File: src/hw/rtl/lzo_pkg.sv
// Shared constants, types and codes of the LZO1X stream decompressor.
`timescale 1ns / 1ps
package lzo_pkg;

    localparam int HIST_DEPTH = 65536;
    localparam int HIST_AW    = $clog2(HIST_DEPTH);
    localparam int BURST      = 64;
    localparam int CNT_W      = $clog2(BURST + 1);
    localparam int M3_SPAN    = 16384;

    // Status codes carried by every result.
    localparam logic [2:0] ST_OK        = 3'd0;
    localparam logic [2:0] ST_DONE      = 3'd1;
    localparam logic [2:0] ST_IN_OVR    = 3'd2;
    localparam logic [2:0] ST_OUT_OVR   = 3'd3;
    localparam logic [2:0] ST_BREF_OVR  = 3'd4;
    localparam logic [2:0] ST_NOT_CONS  = 3'd5;

    // Configuration register indexes.
    localparam logic CFG_OUT_LIMIT   = 1'b0;
    localparam logic CFG_CHECK_TRUNC = 1'b1;

    // Meaning of an instruction code below 16.
    localparam logic [1:0] LM_LIT = 2'd0;
    localparam logic [1:0] LM_M1S = 2'd1;
    localparam logic [1:0] LM_M1L = 2'd2;

    typedef enum logic [5:0] {
        PH_FIRST = 6'b000001,
        PH_INSN  = 6'b000010,
        PH_EXT   = 6'b000100,
        PH_DIST1 = 6'b001000,
        PH_DIST2 = 6'b010000,
        PH_LIT   = 6'b100000
    } phase_t;

    typedef enum logic [2:0] {
        K_LITRUN = 3'd0,
        K_M1S    = 3'd1,
        K_M1L    = 3'd2,
        K_M2     = 3'd3,
        K_M3     = 3'd4,
        K_M4     = 3'd5
    } kind_t;

    // One job per accepted transaction: a literal, a copy burst or nothing.
    typedef struct packed {
        logic               is_copy;
        logic               has_byte;
        logic [7:0]         lit;
        logic [CNT_W-1:0]   count;
        logic [HIST_AW-1:0] back_dist;
        logic [2:0]         status;
        logic               more;
        logic [31:0]        total;
    } job_t;

endpackage

File: src/hw/rtl/lzo_jobq.sv
// Two-entry job queue between the parser and the output engine.
`timescale 1ns / 1ps
module lzo_jobq import lzo_pkg::*; (
    input  logic clk,
    input  logic rst_n,
    input  logic push,
    input  job_t push_job,
    output logic full,
    input  logic pop,
    output logic not_empty,
    output job_t head
);

    job_t       slot_reg [2];
    logic       wp_reg;
    logic       rp_reg;
    logic [1:0] cnt_reg;

    assign full      = (cnt_reg == 2'd2);
    assign not_empty = (cnt_reg != 2'd0);
    assign head      = slot_reg[rp_reg];

    always_ff @(posedge clk)
    begin
        if (push)
        begin
            slot_reg[wp_reg] <= push_job;
        end
    end

    always_ff @(posedge clk or negedge rst_n)
    begin
        if (!rst_n)
        begin
            wp_reg  <= 1'b0;
            rp_reg  <= 1'b0;
            cnt_reg <= 2'd0;
        end
        else
        begin
            if (push)
            begin
                wp_reg <= !wp_reg;
            end
            if (pop)
            begin
                rp_reg <= !rp_reg;
            end
            cnt_reg <= cnt_reg + {1'b0, push} - {1'b0, pop};
        end
    end

endmodule

File: config.mk
export PLATFORM = sky130hd
export DESIGN_NAME = lzo_jobq
export DESIGN_NICKNAME = d
export VERILOG_FILES = /design/src/hw/rtl/lzo_pkg.sv /design/src/hw/rtl/lzo_jobq.sv
export SDC_FILE = /design/constraint.sdc
export NUM_CORES = 1
export LEC_CHECK = 0
export BUFFER_PORTS_ARGS = -buffer_cell sky130_fd_sc_hd__buf_2
export CORE_UTILIZATION = 52
export DETAILED_ROUTE_END_ITERATION = 6
export MAX_ROUTING_LAYER = met4
export PLACE_DENSITY = 0.78
export SYNTH_ARGS = -nofsm -noshare
export SYNTH_HDL_FRONTEND = slang
export SYNTH_SLANG_ARGS = --single-unit
File: constraint.sdc
create_clock -name clk -period 5.25 [get_ports clk]
set_input_delay 0.7875 -clock clk [delete_from_list [all_inputs] [get_ports clk]]
set_output_delay 0.7875 -clock clk [all_outputs]
set_load 0.01 [all_outputs]
==> out/metrics.csv <==
stage,metric,value,unit
routing,via/cell ratio,4.91,
cts,clock transition at the registers of the reported paths,0.06,ns
logic_synthesis,#FFs+latches synth,142,
routing,final WL,8680,µm
global_routing,met3 Use GR,5.49,%
layout,register area,0.00425,mm²
global_routing,largest net degree at the start of global routing,70,
cts,hold buffers post-CTS,0,
critical_path,Worst EP arrival,2.55,ns
sta,RSZ-0062 raised after global routing,no,
power,maximum vdd drop,0.373,mV
cts,post-CTS sizing,0,
cts,CTS tree,done,
sta,Slew @ Worst Pin,0.928,ns
critical_path,critical path peak fanout,41,
power,Design Power,4.04,mW
worst_hold_path,class of the worst hold path,primary input to async pin,
critical_path,Setup crit start kind,flop,
logic_synthesis,Mapped Area,0.00553,mm²
routing,routed len/inst,16.2,µm
layout,max FFs per register,138,
global_routing,GR met2 Demand/Resource,27.6,%
cts,CTS H-tree depth,4,
logic_synthesis,sequential share of the synthesized area,76.7,%
floorplan,Die ar.,0.0111,mm²
logic_synthesis,synthesis warning total,0,
sta,skew final,0.00705,ns
cts,Post-CTS Setup Inserts,0,
cts,root buffer cell,clkbuf_8,
critical_path,r2r startpoint,wp_reg$_DFFE_PN0P_,
routing,DRC,0,
power,power per cell area,580,mW/mm²
sta,TNS Setup,0,ns
global_routing,gr busiest metal,met2,
logic_synthesis,Syn Nets,305,
cts,Clock Sinks,142,
critical_path,R2R Setup Slk,3.13,ns
sta,"Setup violations, final",0,
routing,routed vias,2636,
layout,most frequent cells in the layout,"143 x buf_2, 138 x edfxtp_1, 69 x mux2_4",
sta,Hold Fails Final Rpt,0,
sta,crit path time final,3.34,ns
logic_synthesis,Synth cell types,12,
global_routing,antenna violations before repair,2,
logic_synthesis,Syn Area/Cell,24.0,µm²
floorplan,num rows,37,
global_routing,gr ovfl total,0,
floorplan,Die Width,105,µm
sta,final slew viol count,0,
sta,Final Cycle Share,63.5,%
sta,max frequency,300,MHz
power,Pleak,2.86,nW
floorplan,Starting Density,53.6,%
layout,nets,461,
routing,DR iter-0 viols,168,
critical_path,Critical Path RT,4.46,ns
sta,relative max-transition margin,38.1,%
cts,Max Buffers Root-to-Sink,2,
critical_path,worst reg-to-reg path cell count,2,
floorplan,die span in y,105,µm
cts,total CTS buffers,17,
critical_path,CP Capture Type,output port,
global_routing,vias in the first global route,2756,
logic_synthesis,Synth Instances,230,
global_routing,first-pass GRT wire length,13200,µm
floorplan,I/O Pins,144,
placement,GPL Wtd Cong,0.686,
sta,final hold slack,0.0681,ns
floorplan,core box area,0.0103,mm²
flow_run,number of max-cap violations,0,
global_routing,met1 Use GR,18.3,%
layout,area of the multi-input gates,0.00114,mm²
layout,Layout area overhead,26.0,%
global_routing,all-layer global routing usage,17.0,%
cts,worst skew pair latency,0.51,ns
critical_path,r2r endpoint,slot_reg[0][40]$_DFFE_PP_,
layout,"most common cell after layout, fill and taps aside",buf_2,
routing,first drt pass iteration count,5,
run_status,status,completed,
routing,ANT nets after route,0,
placement,number of port buffers,143,
layout,share of layout cells above drive strength 1,62.2,%
critical_path,crit path kind,flop to output port,
layout,Fill cells,670,
[stage by stage]
step | instances | utilization, % | instance area (µm²) | setup slack (ns)
floorplan | 230 | - | 5530 | 0.930
global placement | 503 | 61.0 | 6290 | 2.42
detailed placement | 503 | 61.0 | 6290 | 2.41
CTS | 535 | 67.5 | 6960 | 1.85
global route | 537 | 67.5 | 6970 | 1.80
finish | 537 | 67.5 | 6970 | 1.91
[synthesized netlist by cell type, drive strengths merged]
cell    instances  share of area [%]
dfrtp           4                1.8
ha              2               0.45
buf             8                2.7
nor2b           2               0.23
and2            1               0.11
xor3            1               0.43
inv             2               0.14
edfxtp        138                 75
xor2            2               0.32
or2             1               0.11
mux2           69                 19
[cell type report]
class,instances,area share [%]
inverter,2,0.108
antenna,2,0.0718
multi-input combinational,78,16.3
clock buffer,22,6.64
tap,136,2.44
clock inverter,10,2.98
timing repair buffer,145,10.5
sequential,142,61.0
[worst max-delay path by stage]
stage,depth (start not counted),end,from,slack (ns)
after floorplan,1,slot_reg[0][0]$_DFFE_PP_,push,0.93
after global placement,3,head[61],rp_reg$_DFFE_PN0P_,2.42
after detailed placement,3,head[61],rp_reg$_DFFE_PN0P_,2.41
after CTS,3,head[61],rp_reg$_DFFE_PN0P_,1.85
after global routing,3,head[37],rp_reg$_DFFE_PN0P_,1.80
final,3,head[49],rp_reg$_DFFE_PN0P_,1.91
[critical path, cell delays in order, from the launching register on]
cell and delay (ns):
dfrtp_4 0.92, buf_4 0.59, mux2_4 0.35, buf_2 0.14
[logic make-up (layout without fill, tap and decap cells)]
family	Yosys count	count (layout)	share of synthesized area [%]
buf+inv	10	179	2.87
fa+ha+maj	2	2	0.452
simple gates	4	4	0.453
xor+xnor	3	3	0.747
other cells	0	2	0
mux	69	69	18.7
flops	142	142	76.7
[power breakdown]
part,switching [mW],internal (mW)
clock network,0.425,0.905
logic,0.464,0.589
registers,0.145,1.51
[metal layers]
layer	vias to the layer above	share of wire, %
li1	1223	-
met1	1293	40
met2	100	51
met3	20	5.7
met4	0	2.8
met5	-	0
(Power assumes the default switching activity.)
